<file path="src/design/timer_interrupt_register_block_macros.svh">
// ----------------------------------------------------------------------------
// timer and interrupt register block assertion macros
// concurrent checks on clk, switched off in synthesis
// ----------------------------------------------------------------------------
`ifndef TIMER_INTERRUPT_REGISTER_BLOCK_MACROS_SVH
`define TIMER_INTERRUPT_REGISTER_BLOCK_MACROS_SVH

`ifndef SYNTHESIS

// same-cycle implication
`define TIRB_ASSERT_SAME(label, ante, cons) \
    label: assert property (@(posedge clk) disable iff (!rst_n) (ante) |-> (cons)) \
        else $error("timer_interrupt_register_block: same-cycle check failed");

// next-cycle implication
`define TIRB_ASSERT_NEXT(label, ante, cons) \
    label: assert property (@(posedge clk) disable iff (!rst_n) (ante) |=> (cons)) \
        else $error("timer_interrupt_register_block: next-cycle check failed");

`else

`define TIRB_ASSERT_SAME(label, ante, cons)
`define TIRB_ASSERT_NEXT(label, ante, cons)

`endif

`endif

</file>
<file path="src/design/tirb_pkg.sv">
// ----------------------------------------------------------------------------
// tirb_pkg
// types, register addresses and constants of the timer and interrupt block
// ----------------------------------------------------------------------------
package tirb_pkg;

    // divider prescaler width (4 to 16)
    localparam int DIV_PRESCALE_BITS = 8;
    localparam int DIV_SUM_W = ((DIV_PRESCALE_BITS > 6) ? DIV_PRESCALE_BITS : 6) + 1;

    // register map
    localparam logic [15:0] ADDR_IE   = 16'hffff;
    localparam logic [15:0] ADDR_IF   = 16'hff0f;
    localparam logic [15:0] ADDR_DIV  = 16'hff04;
    localparam logic [15:0] ADDR_TIMA = 16'hff05;
    localparam logic [15:0] ADDR_TMA  = 16'hff06;
    localparam logic [15:0] ADDR_TAC  = 16'hff07;
    localparam logic [15:0] ADDR_BOOT = 16'hff50;

    localparam logic [5:0] HALT_CYCLES    = 6'd3;
    localparam logic [6:0] VEC_BASE       = 7'h40;
    localparam int         TAC_ENABLE_BIT = 2;
    localparam logic [4:0] FLAG_TIMER     = 5'b00100;

    typedef enum logic [2:0] {
        OP_READ    = 3'd0,
        OP_WRITE   = 3'd1,
        OP_TICK    = 3'd2,
        OP_REQUEST = 3'd3,
        OP_ENABLE  = 3'd4,
        OP_DISABLE = 3'd5,
        OP_HALT    = 3'd6
    } op_t;

    typedef enum logic [1:0] {
        TSEL_256 = 2'd0,
        TSEL_4   = 2'd1,
        TSEL_16  = 2'd2,
        TSEL_64  = 2'd3
    } tsel_t;

    typedef struct packed {
        logic [2:0]  op;
        logic [15:0] addr;
        logic [7:0]  write_data;
        logic [5:0]  tick_cycles;
        logic [4:0]  irq_request_mask;
    } tirb_item_t;

    typedef struct packed {
        logic [7:0]  read_data;
        logic        bad_address;
        logic        irq_taken;
        logic [6:0]  irq_vector;
        logic        halted_now;
        logic        master_enable;
    } tirb_result_t;

    typedef struct packed {
        logic [7:0]                   enable_mask;
        logic [4:0]                   flag_bits;
        logic [7:0]                   divider_value;
        logic [DIV_PRESCALE_BITS-1:0] divider_prescale;
        logic [7:0]                   timer_count;
        logic [7:0]                   timer_reload;
        logic [2:0]                   timer_control;
        logic [7:0]                   timer_prescale;
        logic [7:0]                   boot_disable;
        logic                         ime_flag;
        logic                         halt_flag;
    } tirb_state_t;

    // timer period minus one for a clock select code
    function automatic logic [7:0] timer_mask(input logic [1:0] sel);
        logic [7:0] m;
        unique case (tsel_t'(sel))
            TSEL_4:   m = 8'd3;
            TSEL_16:  m = 8'd15;
            TSEL_64:  m = 8'd63;
            default:  m = 8'd255;
        endcase
        return m;
    endfunction

endpackage

</file>
<file path="src/design/tirb_exec.sv">
// ----------------------------------------------------------------------------
// tirb_exec
// one item against the current state: next state and result
// ----------------------------------------------------------------------------
module tirb_exec
(
    input  tirb_pkg::tirb_item_t   item,
    input  tirb_pkg::tirb_state_t  cur,
    output tirb_pkg::tirb_state_t  nxt,
    output tirb_pkg::tirb_result_t result
);

    logic [5:0]                     cyc_eff;
    logic [tirb_pkg::DIV_SUM_W-1:0] div_sum;
    logic [7:0]                     tmr_mask;
    logic [8:0]                     tmr_sum;
    logic                           tmr_step;
    logic [4:0]                     pend;
    logic [2:0]                     irq_idx;

    // lowest set bit of the pending set
    function automatic logic [2:0] lowest_bit(input logic [4:0] v);
        logic [2:0] idx;
        idx = 3'd0;
        for (int i = 4; i >= 0; i--)
        begin
            if (v[i])
            begin
                idx = 3'(i);
            end
        end
        return idx;
    endfunction

    // a halted core advances by HALT_CYCLES instead of the item's tick_cycles
    assign cyc_eff  = cur.halt_flag ? tirb_pkg::HALT_CYCLES : item.tick_cycles;
    assign div_sum  = tirb_pkg::DIV_SUM_W'(cur.divider_prescale)
                    + tirb_pkg::DIV_SUM_W'(cyc_eff);
    assign tmr_mask = tirb_pkg::timer_mask(cur.timer_control[1:0]);
    assign tmr_sum  = {1'b0, cur.timer_prescale} + {3'b000, cyc_eff};
    assign tmr_step = tmr_sum > {1'b0, tmr_mask};

    always_comb
    begin
        nxt     = cur;
        result  = '0;
        pend    = '0;
        irq_idx = '0;

        unique case (tirb_pkg::op_t'(item.op))
            tirb_pkg::OP_READ:
            begin
                unique case (item.addr)
                    tirb_pkg::ADDR_IE:   result.read_data = cur.enable_mask;
                    tirb_pkg::ADDR_IF:   result.read_data = {3'b000, cur.flag_bits};
                    tirb_pkg::ADDR_DIV:  result.read_data = cur.divider_value;
                    tirb_pkg::ADDR_TIMA: result.read_data = cur.timer_count;
                    tirb_pkg::ADDR_TMA:  result.read_data = cur.timer_reload;
                    tirb_pkg::ADDR_TAC:  result.read_data = {5'b00000, cur.timer_control};
                    tirb_pkg::ADDR_BOOT: result.read_data = cur.boot_disable;
                    default:             result.bad_address = 1'b1;
                endcase
            end
            tirb_pkg::OP_WRITE:
            begin
                unique case (item.addr)
                    tirb_pkg::ADDR_IE:   nxt.enable_mask = item.write_data;
                    tirb_pkg::ADDR_IF:   nxt.flag_bits = item.write_data[4:0];
                    tirb_pkg::ADDR_DIV:
                    begin
                        nxt.divider_value    = '0;
                        nxt.divider_prescale = '0;
                    end
                    tirb_pkg::ADDR_TIMA: nxt.timer_count = item.write_data;
                    tirb_pkg::ADDR_TMA:  nxt.timer_reload = item.write_data;
                    tirb_pkg::ADDR_TAC:  nxt.timer_control = item.write_data[2:0];
                    tirb_pkg::ADDR_BOOT: nxt.boot_disable = item.write_data;
                    default:             result.bad_address = 1'b1;
                endcase
            end
            tirb_pkg::OP_TICK:
            begin
                nxt.divider_value = cur.divider_value
                                  + 8'(div_sum >> tirb_pkg::DIV_PRESCALE_BITS);
                nxt.divider_prescale = div_sum[tirb_pkg::DIV_PRESCALE_BITS-1:0];
                if (cur.timer_control[tirb_pkg::TAC_ENABLE_BIT])
                begin
                    if (tmr_step)
                    begin
                        // overflow reloads and raises the timer flag
                        if (cur.timer_count == 8'hff)
                        begin
                            nxt.timer_count = cur.timer_reload;
                            nxt.flag_bits   = cur.flag_bits | tirb_pkg::FLAG_TIMER;
                        end
                        else
                        begin
                            nxt.timer_count = cur.timer_count + 8'd1;
                        end
                        nxt.timer_prescale = tmr_sum[7:0] & tmr_mask;
                    end
                    else
                    begin
                        nxt.timer_prescale = tmr_sum[7:0];
                    end
                end
                pend    = nxt.flag_bits & cur.enable_mask[4:0];
                irq_idx = lowest_bit(pend);
                if ((cur.ime_flag || cur.halt_flag) && (pend != 5'b00000))
                begin
                    nxt.halt_flag = 1'b0;
                    if (cur.ime_flag)
                    begin
                        nxt.ime_flag      = 1'b0;
                        nxt.flag_bits     = nxt.flag_bits & ~(5'b00001 << irq_idx);
                        result.irq_taken  = 1'b1;
                        result.irq_vector = tirb_pkg::VEC_BASE + {1'b0, irq_idx, 3'b000};
                    end
                end
            end
            tirb_pkg::OP_REQUEST: nxt.flag_bits = cur.flag_bits | item.irq_request_mask;
            tirb_pkg::OP_ENABLE:  nxt.ime_flag = 1'b1;
            tirb_pkg::OP_DISABLE: nxt.ime_flag = 1'b0;
            tirb_pkg::OP_HALT:    nxt.halt_flag = 1'b1;
            default:
            begin
                nxt = cur;
            end
        endcase

        result.halted_now    = nxt.halt_flag;
        result.master_enable = nxt.ime_flag;
    end

endmodule

</file>
<file path="src/design/timer_interrupt_register_block.sv">
// ----------------------------------------------------------------------------
// timer_interrupt_register_block
// timer, divider and interrupt controller registers with halt and dispatch
// ----------------------------------------------------------------------------
// path: input register, execute, result register
// throughput: one item per cycle, sustained while the result side keeps up
// the state is updated in the cycle an item leaves the input register
// reset (rst_n low) clears the valid bits, timer and interrupt state at once
// no clearing pass: items are taken as soon as reset is released
module timer_interrupt_register_block
(
    input  logic        clk,
    input  logic        rst_n,

    // request channel
    input  logic        req_valid,
    output logic        req_ready,
    input  logic [2:0]  op,
    input  logic [15:0] addr,
    input  logic [7:0]  write_data,
    input  logic [5:0]  tick_cycles,
    input  logic [4:0]  irq_request_mask,

    // result channel
    output logic        rsp_valid,
    input  logic        rsp_ready,
    output logic [7:0]  read_data,
    output logic        bad_address,
    output logic        irq_taken,
    output logic [6:0]  irq_vector,
    output logic        halted_now,
    output logic        master_enable
);

`include "timer_interrupt_register_block_macros.svh"

    // input register stage
    logic                   a_valid_reg;
    logic                   a_valid_next;
    tirb_pkg::tirb_item_t   a_item_reg;

    // architectural state
    tirb_pkg::tirb_state_t  state_reg;
    tirb_pkg::tirb_state_t  state_next;

    // result register stage
    logic                   rsp_valid_reg;
    logic                   rsp_valid_next;
    tirb_pkg::tirb_result_t rsp_reg;
    tirb_pkg::tirb_result_t exec_result;

    logic                   req_fire;
    logic                   a_fire;

    // the item in the input register moves on when the result register is
    // free or is being emptied this cycle
    assign a_fire    = a_valid_reg && (!rsp_valid_reg || rsp_ready);
    assign req_ready = !a_valid_reg || a_fire;
    assign req_fire  = req_valid && req_ready;

    // execute: all work for one item, between the two registers
    tirb_exec u_exec
    (
        .item   (a_item_reg),
        .cur    (state_reg),
        .nxt    (state_next),
        .result (exec_result)
    );

    always_comb
    begin
        a_valid_next = a_valid_reg;
        if (req_fire)
        begin
            a_valid_next = 1'b1;
        end
        else if (a_fire)
        begin
            a_valid_next = 1'b0;
        end

        rsp_valid_next = rsp_valid_reg;
        if (a_fire)
        begin
            rsp_valid_next = 1'b1;
        end
        else if (rsp_ready)
        begin
            rsp_valid_next = 1'b0;
        end
    end

    // control and state registers
    always_ff @(posedge clk or negedge rst_n)
    begin
        if (!rst_n)
        begin
            a_valid_reg   <= 1'b0;
            rsp_valid_reg <= 1'b0;
            state_reg     <= '0;
        end
        else
        begin
            a_valid_reg   <= a_valid_next;
            rsp_valid_reg <= rsp_valid_next;
            if (a_fire)
            begin
                state_reg <= state_next;
            end
        end
    end

    // payload registers, loaded on transfer only
    always_ff @(posedge clk)
    begin
        if (req_fire)
        begin
            a_item_reg.op               <= op;
            a_item_reg.addr             <= addr;
            a_item_reg.write_data       <= write_data;
            a_item_reg.tick_cycles      <= tick_cycles;
            a_item_reg.irq_request_mask <= irq_request_mask;
        end
        if (a_fire)
        begin
            rsp_reg <= exec_result;
        end
    end

    assign rsp_valid     = rsp_valid_reg;
    assign read_data     = rsp_reg.read_data;
    assign bad_address   = rsp_reg.bad_address;
    assign irq_taken     = rsp_reg.irq_taken;
    assign irq_vector    = rsp_reg.irq_vector;
    assign halted_now    = rsp_reg.halted_now;
    assign master_enable = rsp_reg.master_enable;

    // state only moves when an item passes through execute
    `TIRB_ASSERT_NEXT(a_state_holds_when_idle, !a_fire, $stable(state_reg))
    // a dispatched interrupt leaves the core awake with the master enable off
    `TIRB_ASSERT_SAME(a_taken_clears_ime_halt, rsp_valid_reg && rsp_reg.irq_taken,
        !rsp_reg.master_enable && !rsp_reg.halted_now)
    // no vector without a dispatch
    `TIRB_ASSERT_SAME(a_vector_only_when_taken, rsp_valid_reg && !rsp_reg.irq_taken,
        rsp_reg.irq_vector == 7'd0)

endmodule
</file>
<file path="config.mk">
export PLATFORM = sky130hd
export DESIGN_NAME = timer_interrupt_register_block
export DESIGN_NICKNAME = d
export VERILOG_FILES = /design/src/design/tirb_pkg.sv /design/src/design/tirb_exec.sv /design/src/design/timer_interrupt_register_block.sv
export VERILOG_INCLUDE_DIRS = /design/src /design/src/design
export SDC_FILE = /design/constraint.sdc
export NUM_CORES = 1
export LEC_CHECK = 0
export BUFFER_PORTS_ARGS = -buffer_cell sky130_fd_sc_hd__buf_2
export CORE_MARGIN = 1
export CORE_UTILIZATION = 51
export DETAILED_ROUTE_END_ITERATION = 16
export GPL_TIMING_DRIVEN = 1
export PLACE_DENSITY = 0.7
export SKIP_LAST_GASP = 1
export SLEW_MARGIN = 20
export SYNTH_ARGS = -nofsm -noshare
export SYNTH_HDL_FRONTEND = slang
export SYNTH_SLANG_ARGS = --single-unit
</file>
<file path="constraint.sdc">
create_clock -name clk -period 7.8 [get_ports clk]
set_clock_uncertainty 0.15 [all_clocks]
set_input_delay 0.78 -clock clk [delete_from_list [all_inputs] [get_ports clk]]
set_output_delay 0.78 -clock clk [all_outputs]
set_load 0.02 [all_outputs]
</file>
After elaboration in Yosys (flattened, before gate mapping)
Index checks and enable logic that the tools add are counted.
W data, S select, Z words.
- register bits: 125
- output and inout port bits: 21
- input port bits: 42
- shift-type cells: 1
- $lt $le $gt $ge: 1
- reduce and logical (&&, ||, !) cells: 26
- multiplexer cells: 33
- equality and inequality tests: 22
- bitwise operators: 5
- $add $sub $neg: 5
- operator list (kind ; number):
    $eq A16 B16 Y1 const B ; 7
    $pmux W8 S7 ; 1
    $mux W8 ; 6
    $pmux W24 S2 ; 1
    $mux W3 ; 9
    $pmux W8 S3 ; 1
    $reduce_and A3 Y1 ; 8
    $mux W5 ; 4
    $add A8 B6 Y9 ; 2
    $mux W16 ; 1
    $pmux W5 S3 ; 1
    $and A5 B5 Y5 ; 2
    $eq A3 B3 Y1 const B ; 3
    $gt A9 B8 Y1 ; 1
    $add A8 B1 Y8 ; 1
    $add A8 B1 Y8 const B ; 1
    $and A8 B8 Y8 ; 1
    $eq A8 B8 Y1 const B ; 1
    $ne A2 B2 Y1 const B ; 4
    $add A7 B6 Y7 const A ; 1
    $reduce_or A7 Y1 ; 1
    $eq A3 B2 Y1 const B ; 2
    $mux W6 ; 1
    $reduce_bool A2 Y1 ; 3
    20 further kinds ; 30

Longest topological paths before layout
Gate-level depths: netlist (run 1).
- depth in word-level cells: 19
- gate-level depth with buffers: 19
- gate-level depth less buffers: 18

Hierarchy
Synthesis (run 1) repeated with hierarchy kept, for this count alone.
- cell total of the unflattened synthesis: 690
- area, all modules: 7624.8 um^2
- by module, submodules not included (module ; area an instance (um^2) ; times used ; cells an instance):
    timer_interrupt_register_block ; 4375.4 ; 1 ; 205
    tirb_exec ; 3249.4 ; 1 ; 485

Least setup slack after synthesis (run 1)
OpenSTA, ideal clock, no wires.
- path kind: reg-to-reg
- from: register state_reg[0] (netlist bit)
- to: register rsp_reg (netlist bit master_enable) (data pin)
- slack: 2.974 ns
- path buffers: 1
- data required time: 7.394 ns
- stages on the path, launching flop included: 19
- data arrival time: 4.421 ns
- path through: dfrtp_1 > buf_2 > or2_2 > ha_1 > a21o_1 > maj3_1 > maj3_1 > o211a_1 > o21ai_0 > xnor2_1 > ha_1 > nor4b_1 > a31o_2 > a31oi_1 > or3_1 > o2111ai_2 > nand3_1 > nand2_1 > a31o_2
- RTL lines (element ; line ; text):
    from (decl) ; timer_interrupt_register_block.sv:43 ; tirb_pkg::tirb_state_t state_reg;
    from (signal assigned) ; timer_interrupt_register_block.sv:108 ; state_reg <= state_next;
    to (signal assigned) ; timer_interrupt_register_block.sv:126 ; rsp_reg <= exec_result;
    to (decl) ; timer_interrupt_register_block.sv:49 ; tirb_pkg::tirb_result_t rsp_reg;

Final worst setup path (run 1)
- from: register state_reg[0] (netlist bit)
- to: register state_reg[30] (netlist bit)
- cells in the longest elaborated chain, start to end: 5
- RTL lines (element ; line ; text):
    $mux W6 ; tirb_exec.sv:36 ; assign cyc_eff = cur.halt_flag ? tirb_pkg::HALT_CYCLES : item.tick_cycles;
    $add A8 B6 Y9 ; tirb_exec.sv:40 ; assign tmr_sum = {1'b0, cur.timer_prescale} + {3'b000, cyc_eff};
    $gt A9 B8 Y1 ; tirb_exec.sv:41 ; assign tmr_step = tmr_sum > {1'b0, tmr_mask};
    $ne A2 B1 Y1 (no line) ; - ;
    $reduce_and A5 Y1 (no line) ; - ;
No other way between the ends.
A chain may end at the register's enable or synchronous reset.

==> results.md, run 1 <==
* TritonCTS clock tree: yes
* Crit path largest cell delay at 0.79 ns
* Count of final hold-check violations at 0
* Rel. slew slack at 29.3%
* I/O pin cnt at 63
* Seq/Total Area, Yosys at 51.9%
* Clock latency at the later pin of the worst-skew pair at 0.42 ns
* Seq pwr share at 47.8%
* Number of global-route vias before repair at 4716
* Syn Std Cell Area at 6400 µm²
* Seq cells post-synth at 122
* Remaining Overflow, GRT at 0
* Buf+Inv Stages, Crit Path at 0
* Leading area contributor after synthesis: dfrtp_1
* Synth area leaders: dfrtp_1 (27%), edfxtp_1 (25%), mux2_2 (5.3%)
* Area growth syn-to-layout at 15.0%
* FF-to-FF End: state_reg[30]$_DFFE_PN0P_
* # fillers at 995
* CTS Hold Bufs at 0
* Cell Rows at 40
* Share of post-route cells with drive strength above 1 at 22.0%
* CP max FO at 15
* Async set-reset flop share out of synthesis at 55.7%
* Yosys warning count at 0
* Sw Pwr at 0.382 mW
* # diodes at 0
* CP Cell Sequence: or2_2 > ha_1 > a21o_1 > maj3_1 > maj3_1 > o211a_1 > o21ai_0 > xnor2_1 > ha_1 > nor4b_1 > a31o_2 > a31oi_1 > a31oi_4 > a2111oi_4 > mux2_2
* Peak Freq at 0.184 GHz
* DRC at 0
* Dpl hpwl at 10200 µm
* Fin. max-slew vios at 0
* Final min period at 5.44 ns
* Top-area cell type share of the netlist area at 26.6%
* Die Ht at 114 µm
* GRT Resource Usage Total at 23.9%
* Comb pwr share at 8.2%
* Vias per cell at 5.77
* Worst setup SP type: register
* DRT Wirelength at 14200 µm
* Post-synth EDFFs at 54
* Final cycle utilization of the critical path at 69.8%
* RSZ-0062 raised after global routing: false
* CTS resizes at 0
* Router iterations before antenna repair at 5
* CP Depth at 15
* Reg2Reg Setup Slack at 2.36 ns
* Final WS setup at 2.36 ns
* Critical path type: register to register
* Worst Hold Class: register to register
* Internal power at 1.19 mW
* Power per cell area at 214 nW/µm²
* Via count of the routed design at 4774
* Max FFs per register at 66
* Pre-CTS setup slack at 2.37 ns
* Depth of the CTS H-tree at 4
* Crit-path leading delay family: compound AO/OA/AOI/OAI gates
* Crit path from: state_reg[0]$_DFFE_PN0P_
* Global-route wire length before repair at 23400 µm
* Antenna Violating Nets Remaining at 0
* Main synth FF type: dfrtp_1
* Setup violators final at 0
* Static Leakage at 3.09 nW
* Clock sinks at 122
* Clock buffer count from CTS at 17
* Crit end category: register
* Cell variety after synth at 67
* GP Congestion at 0.889
* Cells after synthesis at 587
* Peak VDD IR at 0.209 mV
* WP data required at 7.95 ns
* Worst Max-Slew Pin Slew at 1.06 ns
* Status: finished clean
* WP data arrival at 5.59 ns
* Final Cell Area at 7360 µm²
* Core ar. at 12100 µm²
* Crit path to: state_reg[30]$_DFFE_PN0P_
* Most frequent cells in the layout: nand2_1 (75), dfrtp_1 (68), buf_2 (59)
* Initial antenna violation count at 0
* Wire length per cell at 17.2 µm
* Clk buf depth at 2
* Max-Cap Viols at 0
* Sequential cell area at 3320 µm²
* Multi-input logic area at 2920 µm²
* Die area at 13000 µm²
* Number of port buffers at 59
* Final Core Density at 60.8%
* Worst path slowest cell: a2111oi_4
* Syn Area/Cell at 10.9 µm²
* Postcts setup bufs at 0
* Root Driver: clkbuf_16
* Setup TNS at 0 ns
* Worst-path clk slew at 0.05 ns
* Commonest non-fill, non-tap cell in the layout: nand2_1
* Initial Util at 52.9%
* Sw Share at 24.2%
* Worst hold slack at 0.332 ns
* Clock power frac at 44.0%
* Drt first-iter violations at 374
* Final #Nets at 714
* Largest net degree at the start of global routing at 69
* Die width at 114 µm
* Reg2reg path depth at 15
* Critical R2R Launch: state_reg[0]$_DFFE_PN0P_
* Post-DP Area at 6840 µm²
-- worst min path at each step --
stage	start	to	slack, ns	cells after the start
detailed placement	state_reg[15]$_DFFE_PN0P_	state_reg[15]$_DFFE_PN0P_	0.33	2
floorplan	state_reg[15]$_DFFE_PN0P_	state_reg[15]$_DFFE_PN0P_	0.31	2
finish	state_reg[15]$_DFFE_PN0P_	state_reg[15]$_DFFE_PN0P_	0.33	2
CTS	state_reg[15]$_DFFE_PN0P_	state_reg[15]$_DFFE_PN0P_	0.34	2
global placement	state_reg[15]$_DFFE_PN0P_	state_reg[15]$_DFFE_PN0P_	0.32	2
global route	op[1]	a_item_reg[36]$_DFFE_PP_	0.37	1
-- cell families after synthesis --
| logic type | after synthesis | share of synthesized area (%) |
|---|---|---|
| xor gates and xnor gates | 21 | 2.87 |
| DFF | 122 | 51.9 |
| and+or+nand+nor | 189 | 14.6 |
| other | 1 | 0.0586 |
| buffers and inverters | 41 | 2.74 |
| muxes | 38 | 6.53 |
| AOI/OAI and AO/OA | 147 | 15.7 |
| adders and majority gates | 28 | 5.59 |
-- layout make-up --
cell class                      count  share of cell area (%)
Sequential cell                   122                    45.1
Multi-Input combinational cell    426                    39.7
Clock buffer                       20                    5.93
Timing Repair Buffer               63                    4.42
Tap cell                          168                    2.86
Clock inverter                     12                    1.12
Inverter                           17                   0.867
-- worst register-to-register path: stages, from the launching register on --
cell and delay (ns):
dfrtp_1 0.48, or2_2 0.35, ha_1 0.29, a21o_1 0.18
maj3_1 0.39, maj3_1 0.38, o211a_1 0.21, o21ai_0 0.20
xnor2_1 0.20, ha_1 0.29, nor4b_1 0.15, a31o_2 0.24
a31oi_1 0.46, a31oi_4 0.15, a2111oi_4 0.80, mux2_2 0.41
-- through the flow --
step / power (mW) / cells
floorplan: 0.841 / 589
global placement: 0.887 / 796
detailed placement: 0.892 / 796
CTS: 1.59 / 828
global route: 1.64 / 828
finish: 1.57 / 828
-- metal layers --
layer | up-vias | share of wire, % | global-route usage (%)
li1 | 2277 | - | -
met1 | 2281 | 44 | 30.8
met2 | 193 | 47 | 38.1
met3 | 23 | 7.4 | 7.09
met4 | 0 | 1.8 | 9.35
met5 | - | 0 | 0
-- cells in the mapped netlist, types with 4 or more instances --
cell type and n:
ha_1 23, xnor2_1 12, and2_1 5, a21oi_1 34
inv_1 17, mux2i_1 8, o211ai_1 4, nand2_1 75
a211oi_1 4, buf_2 5, o22ai_1 4, edfxtp_1 54
clkbuf_1 15, or2_2 6, xor2_1 9, nand2b_1 5
a22oi_1 12, a21o_1 4, nand3_1 12, nor2b_1 12
dfrtp_1 68, nor4_1 4, mux2_2 30, buf_4 4
o21ai_0 40, nor2_1 40, a31oi_1 7, nand4_1 7
-- power groups by stage --
stage / registers, mW / logic [mW] / clock network (mW)
6_report: 0.753 / 0.129 / 0.693
5_1_grt: 0.758 / 0.146 / 0.732
4_1_cts: 0.752 / 0.130 / 0.706
3_5_place_dp: 0.763 / 0.129 / 0
3_3_place_gp: 0.763 / 0.124 / 0
2_1_floorplan: 0.754 / 0.0870 / 0
Note: power is estimated with default switching activity, not from simulation.
==> run 2, diff against run 1 <==
Settings changed: ABC_AREA from default to 1, PLACE_DENSITY 0.7 to 0.73.
Clock period 7.8 ns to 4.7 ns, I/O delays scaled along.
==> results.md, run 2 <==
* Fin. max-slew vios at 0 (unchanged)
* Tot Pwr at 3.36 mW (was 1.57 mW)
* Crit path largest cell delay at 0.62 ns (was 0.79 ns)
* Seq pwr share at 41.9% (was 47.8%)
* Static Leakage at 3.43 nW (was 3.09 nW)
* CTS resizes at 0 (unchanged)
* Reg2Reg Setup Slack at 0.50 ns (was 2.36 ns)
* Core ar. at 12200 µm² (was 12100 µm²)
* Clock power frac at 35.6% (was 44.0%)
* Router iterations before antenna repair at 5 (unchanged)
* Sw Share at 31.5% (was 24.2%)
* Die width at 115 µm (was 114 µm)
* Async set-reset flop share out of synthesis at 55.7% (unchanged)
* WP data arrival at 4.36 ns (was 5.59 ns)
* Rel. slew slack at 40.8% (was 29.3%)
* Final min period at 4.20 ns (was 5.44 ns)
* Global-route wire length before repair at 23800 µm (was 23400 µm)
* Postcts setup bufs at 0 (unchanged)
* Commonest non-fill, non-tap cell in the layout: nand2_1 (unchanged)
* TritonCTS clock tree: yes (unchanged)
* I/O pin cnt at 63 (unchanged)
* Cell Rows at 40 (unchanged)
* Worst Max-Slew Pin Slew at 0.889 ns (was 1.06 ns)
* DRC at 0 (unchanged)
* Most frequent cell after synthesis: nand2_1 (unchanged)
* Clock buffer count from CTS at 17 (unchanged)
* Cell variety after synth at 54 (was 67)
* Worst path slowest cell: dfrtp_1 (was a2111oi_4)
* Status: finished clean (unchanged)
* Peak Freq at 0.238 GHz (was 0.184 GHz)
* Most used cell, CP: nand2_1
* # fillers at 1019 (was 995)
* Setup TNS at 0 ns (unchanged)
* Wire length per cell at 15.1 µm (was 17.2 µm)
* Worst setup SP type: register (unchanged)
* WP data required at 4.86 ns (was 7.95 ns)
* Clock latency at the later pin of the worst-skew pair at 0.42 ns (about the same)
* GP Congestion at 0.957 (was 0.889)
* Setup violators final at 0 (unchanged)
* Comb pwr share at 22.5% (was 8.2%)
* Worst hold start: write_data[2] (was state_reg[15]$_DFFE_PN0P_)
* RSZ-0062 raised after global routing: false (unchanged)
* Max FFs per register at 66 (unchanged)
* Leading area contributor after synthesis: dfrtp_1 (unchanged)
* Syn Std Cell Area at 6510 µm² (was 6400 µm²)
* Syn Area/Cell at 9.28 µm² (was 10.9 µm²)
* Clk buf depth at 2 (unchanged)
* Worst-path clk slew at 0.05 ns (about the same)
* Count of final hold-check violations at 0 (unchanged)
* Die Ht at 115 µm (was 114 µm)
* Most frequent cells in the layout: nand2_1 (130), inv_1 (98), dfrtp_1 (68) (was nand2_1 (75), dfrtp_1 (68), buf_2 (59))
* Final cycle utilization of the critical path at 89.3% (was 69.8%)
* # diodes at 0 (unchanged)
* Vias per cell at 5.44 (was 5.77)
* Remaining Overflow, GRT at 0 (unchanged)
* Crit end category: register (unchanged)
* Worst hold slack at 0.0738 ns (was 0.332 ns)
* Die area at 13200 µm² (was 13000 µm²)
* Post-synth EDFFs at 54 (unchanged)
* Multi-input logic area at 2700 µm² (was 2920 µm²)
* Max-Cap Viols at 0 (unchanged)
* Seq cells post-synth at 122 (unchanged)
* Sw Pwr at 1.06 mW (was 0.382 mW)
* Most instantiated cells after synthesis: nand2_1 (130), inv_1 (98), dfrtp_1 (68) (was nand2_1 (75), dfrtp_1 (68), edfxtp_1 (54))
* Dpl hpwl at 10500 µm (was 10200 µm)
* Worst Hold Class: input port to register (was register to register)
* Initial antenna violation count at 0 (unchanged)
* Internal power at 2.30 mW (was 1.19 mW)
* Drt first-iter violations at 547 (was 374)
* Yosys warning count at 0 (unchanged)
* Final WS setup at 0.502 ns (was 2.36 ns)
* Final #Nets at 842 (was 714)
* CP max FO at 9 (was 15)
* Final Core Density at 61.7% (was 60.8%)
* Critical path type: register to register (unchanged)
* Number of global-route vias before repair at 5035 (was 4716)
* Root Driver: clkbuf_16 (unchanged)
* Synth area leaders: dfrtp_1 (26%), edfxtp_1 (25%), nand2_1 (7.5%) (was dfrtp_1 (27%), edfxtp_1 (25%), mux2_2 (5.3%))
* Crit path from: state_reg[0]$_DFFE_PN0P_ (unchanged)
* GRT Resource Usage Total at 23.8% (was 23.9%)
* Share of post-route cells with drive strength above 1 at 19.3% (was 22.0%)
* Peak VDD IR at 0.277 mV (was 0.209 mV)
* Pre-CTS setup slack at 0.552 ns (was 2.37 ns)
* CTS Hold Bufs at 0 (unchanged)
* Cells after synthesis at 702 (was 587)
* Via count of the routed design at 5202 (was 4774)
* Initial Util at 53.4% (was 52.9%)
* Top-area cell type share of the netlist area at 26.1% (was 26.6%)
* Number of port buffers at 59 (unchanged)
* Antenna Violating Nets Remaining at 0 (unchanged)
* Depth of the CTS H-tree at 4 (unchanged)
* Sequential cell area at 3320 µm² (unchanged)
* DRT Wirelength at 14400 µm (was 14200 µm)
* Power per cell area at 446 nW/µm² (was 214 nW/µm²)
* Clock sinks at 122 (unchanged)
* Critical R2R Launch: state_reg[0]$_DFFE_PN0P_ (unchanged)
* Main synth FF type: dfrtp_1 (unchanged)
* Seq/Total Area, Yosys at 51.0% (was 51.9%)
* Area growth syn-to-layout at 15.6% (was 15.0%)
* Largest net degree at the start of global routing at 69 (unchanged)
[run 2: cell types whose count changed in the layout (fill, tap and decap cells not counted), sizes merged, moves of 9 or more]
cell	before	now
inv	17	110
nor3	5	16
o21ai	40	62
nor2b	12	0
nand3	12	30
mux2	30	0
nor2	41	70
o22ai	4	18
nand2	75	149
clkbuf	20	30
a31oi	11	2
xnor2	12	0
[run 2: stage by stage]
step,instance area [µm²],std cells
2_1_floorplan,6520,704
6_report,7530,956
3_5_place_dp,6990,924
5_1_grt,7530,956
4_1_cts,7530,956
3_3_place_gp,6990,924
[run 2: cell type report]
class                   count  share of cell area (%)
flip-flops and latches    122                    44.1
multi-input cells         460                    35.9
clock buffers              30                    7.11
inverters                 112                    5.73
repair buffers             62                    4.22
well taps                 168                    2.79
clock inverters             2                   0.133
[run 2: kinds of logic after synthesis]
group,synth area share (%)
simple gates,22.2
compound gates,12.9
buf+inv,7.62
flops,51.0
fa+ha+maj,5.03
xor+xnor,1.21
other cells,0.0576
[run 2: power groups by stage]
stage          clock network (mW)  registers, mW  logic [mW]
3_5_place_dp                    0           1.42       0.744
3_3_place_gp                    0           1.41       0.710
5_1_grt                      1.26           1.42       0.862
6_report                     1.19           1.41       0.756
2_1_floorplan                   0           1.40       0.555
4_1_cts                      1.21           1.40       0.752
[run 2: worst paths after layout]
path                                                   to  cells past startpoint
worst max-delay path            state_reg[53]$_DFFE_PN0P_                     29
worst min-delay path             a_item_reg[13]$_DFFE_PP_                      1
worst max register to register  state_reg[53]$_DFFE_PN0P_                     29
worst min register to register   state_reg[3]$_DFFE_PN0P_                      2
max in group asynchronous       state_reg[26]$_DFFE_PN0P_                      2
min in group asynchronous       state_reg[11]$_DFFE_PN0P_                      2
[run 2: metal layers]
layer | track usage, % | vias to the layer above | part of all wire, %
met5 | 0 | - | 0
met4 | 9.87 | 0 | 1.7
met3 | 7.49 | 22 | 6.4
met2 | 38.0 | 177 | 47
met1 | 30.1 | 2500 | 44
li1 | - | 2503 | -
[run 2: critical path: cells and delay by family (launching register included)]
kind / cells / cell delay [ns]
buffers and inverters: 3 / 0.20
DFF: 1 / 0.62
and+or+nand+nor: 21 / 1.73
adders and majority gates: 3 / 0.84
AOI/OAI and AO/OA: 1 / 0.24
xor gates and xnor gates: 1 / 0.31
==> run 3, diff against run 2 <==
Settings changed: CORE_ASPECT_RATIO from default to 1.25.
==> results.md, run 3 (synthesis gave the netlist of run 2 again) <==
* Max FFs per register at 66 (unchanged)
* Internal power at 2.48 mW (was 2.30 mW)
* Global-route wire length before repair at 23600 µm (was 23800 µm)
* Share of post-route cells with drive strength above 1 at 20.3% (was 19.3%)
* Die Ht at 128 µm (was 115 µm)
* Worst hold slack at 0.0686 ns (was 0.0738 ns)
* Status: finished clean (unchanged)
* Root Driver: clkbuf_16 (unchanged)
* Final WS setup at 0.639 ns (was 0.502 ns)
* Critical path type: register to register (unchanged)
* Initial antenna violation count at 0 (unchanged)
* WP data required at 4.86 ns (about the same)
* Most used cell, CP: nand2_1 (unchanged)
* Pre-CTS setup slack at 0.681 ns (was 0.552 ns)
* GRT Resource Usage Total at 23.9% (was 23.8%)
* Postcts setup bufs at 0 (unchanged)
* DRT Wirelength at 14600 µm (was 14400 µm)
* Worst-path clk slew at 0.06 ns (was 0.05 ns)
* Depth of the CTS H-tree at 4 (unchanged)
* CP max FO at 9 (unchanged)
* TritonCTS clock tree: yes (unchanged)
* Fin. max-slew vios at 0 (unchanged)
* Clock sinks at 122 (unchanged)
* Tot Pwr at 3.59 mW (was 3.36 mW)
* Worst setup SP type: register (unchanged)
* Comb pwr share at 21.4% (was 22.5%)
* Remaining Overflow, GRT at 0 (unchanged)
* Crit path largest cell delay at 0.41 ns (was 0.62 ns)
* Vias per cell at 5.43 (was 5.44)
* # diodes at 0 (unchanged)
* Setup violators final at 0 (unchanged)
* Sw Share at 30.7% (was 31.5%)
* Static Leakage at 3.48 nW (was 3.43 nW)
* I/O pin cnt at 63 (unchanged)
* Hold path depth at 1 (unchanged)
* Worst Max-Slew Pin Slew at 0.719 ns (was 0.889 ns)
* Most frequent cells in the layout: nand2_1 (130), inv_1 (98), dfrtp_1 (68) (unchanged)
* Power per cell area at 469 nW/µm² (was 446 nW/µm²)
* Largest net degree at the start of global routing at 43 (was 69)
* Wire length per cell at 15.3 µm (was 15.1 µm)
* Cell Rows at 45 (was 40)
* Count of final hold-check violations at 0 (unchanged)
* # fillers at 1039 (was 1019)
* Number of port buffers at 59 (unchanged)
* Reg2reg path depth at 26 (was 29)
* Final Core Density at 62.3% (was 61.7%)
* Fin cells at 954 (was 956)
* GP Congestion at 0.886 (was 0.957)
* Crit end category: register (unchanged)
* Max-Cap Viols at 0 (unchanged)
* Clock buffer count from CTS at 17 (unchanged)
* Final cycle utilization of the critical path at 86.4% (was 89.3%)
* Core ar. at 12300 µm² (was 12200 µm²)
* Seq pwr share at 38.8% (was 41.9%)
* Router iterations before antenna repair at 5 (unchanged)
* Die width at 103 µm (was 115 µm)
* Number of global-route vias before repair at 5061 (was 5035)
* Setup TNS at 0 ns (unchanged)
* DRC at 0 (unchanged)
* Initial Util at 53.1% (was 53.4%)
* Worst path slowest cell: dfrtp_1 (unchanged)
* Drt first-iter violations at 277 (was 547)
* Die area at 13200 µm² (about the same)
* Antenna Violating Nets Remaining at 0 (unchanged)
* RSZ-0062 raised after global routing: false (unchanged)
* Final Cell Area at 7650 µm² (was 7530 µm²)
* Clk buf depth at 2 (unchanged)
* Peak Freq at 0.246 GHz (was 0.238 GHz)
* Dpl cells at 921 (was 924)
* Post-DP Area at 6990 µm² (about the same)
* Peak VDD IR at 0.235 mV (was 0.277 mV)
* Final #Nets at 844 (was 842)
* Via count of the routed design at 5176 (was 5202)
* Dpl hpwl at 10800 µm (was 10500 µm)
* Area growth syn-to-layout at 17.4% (was 15.6%)
* Clock latency at the later pin of the worst-skew pair at 0.42 ns (about the same)
* Sw Pwr at 1.10 mW (was 1.06 mW)
* Clock power frac at 39.8% (was 35.6%)
* WP data arrival at 4.22 ns (was 4.36 ns)
* Commonest non-fill, non-tap cell in the layout: nand2_1 (unchanged)
* Rel. slew slack at 52.1% (was 40.8%)
* Final min period at 4.06 ns (was 4.20 ns)
* Worst Hold Class: input port to register (unchanged)
run 3: changes by cell type in the layout (fill, tap and decap cells not counted), sizes merged:
cell	delta
buf	+1
clkinvlp	+2
clkbuf	-12
inv	+2
dlygate4sd3	+1
clkinv	+3
bufinv	+5
run 3: worst paths after layout:
path | slack (ns) | to | from
setup / recovery | 0.64 | state_reg[0]$_DFFE_PN0P_ | state_reg[0]$_DFFE_PN0P_
hold / removal | 0.07 | a_item_reg[25]$_DFFE_PP_ | addr[6]
setup reg to reg | 0.64 | state_reg[0]$_DFFE_PN0P_ | state_reg[0]$_DFFE_PN0P_
hold reg to reg | 0.34 | state_reg[25]$_DFFE_PN0P_ | state_reg[25]$_DFFE_PN0P_
max in group asynchronous | 2.90 | state_reg[19]$_DFFE_PN0P_ | rst_n
min in group asynchronous | 0.48 | state_reg[57]$_DFFE_PN0P_ | rst_n
run 3: metal layers:
metal / vias up / part of all wire, % / track usage, %
met2: 180 / 51 / 39.7
met1: 2437 / 41 / 28.8
met5: - / 0 / 0
met3: 42 / 5.3 / 5.76
li1: 2517 / - / -
met4: 0 / 3.4 / 12.3
run 3: worst max-delay path: cells and delay by family (launching register included):
| kind | cells | cell delay, ns |
|---|---|---|
| and+or+nand+nor | 16 | 1.37 |
| adders and majority gates | 3 | 0.85 |
| AOI/OAI and AO/OA | 3 | 0.63 |
| DFF | 1 | 0.41 |
| xor gates and xnor gates | 1 | 0.33 |
| buffers and inverters | 3 | 0.19 |
run 3: what timing repair did:
| action | 4_1_cts | 5_1_grt |
|---|---|---|
| hold endpoints to repair | 26 | 0 |
| gates resized for setup | 0 | 0 |
| hold buffers | 1 | 0 |
run 3: cell type report:
type / instances / area [µm²] / share of cell area, %
repair buffers: 64 / 335 / 4.39
flip-flops and latches: 122 / 3320 / 43.5
clock buffers: 18 / 429 / 5.61
inverters: 112 / 432 / 5.65
clock inverters: 14 / 219 / 2.86
well taps: 164 / 205 / 2.68
multi-input cells: 460 / 2700 / 35.3
run 3: power groups by stage:
stage               sequential [mW]  clock (mW)  combinational, mW
floorplan                      1.40           0              0.555
global placement               1.40           0              0.730
detailed placement             1.41           0              0.755
CTS                            1.39        1.44              0.763
global route                   1.41        1.49              0.861
finish                         1.39        1.43              0.767
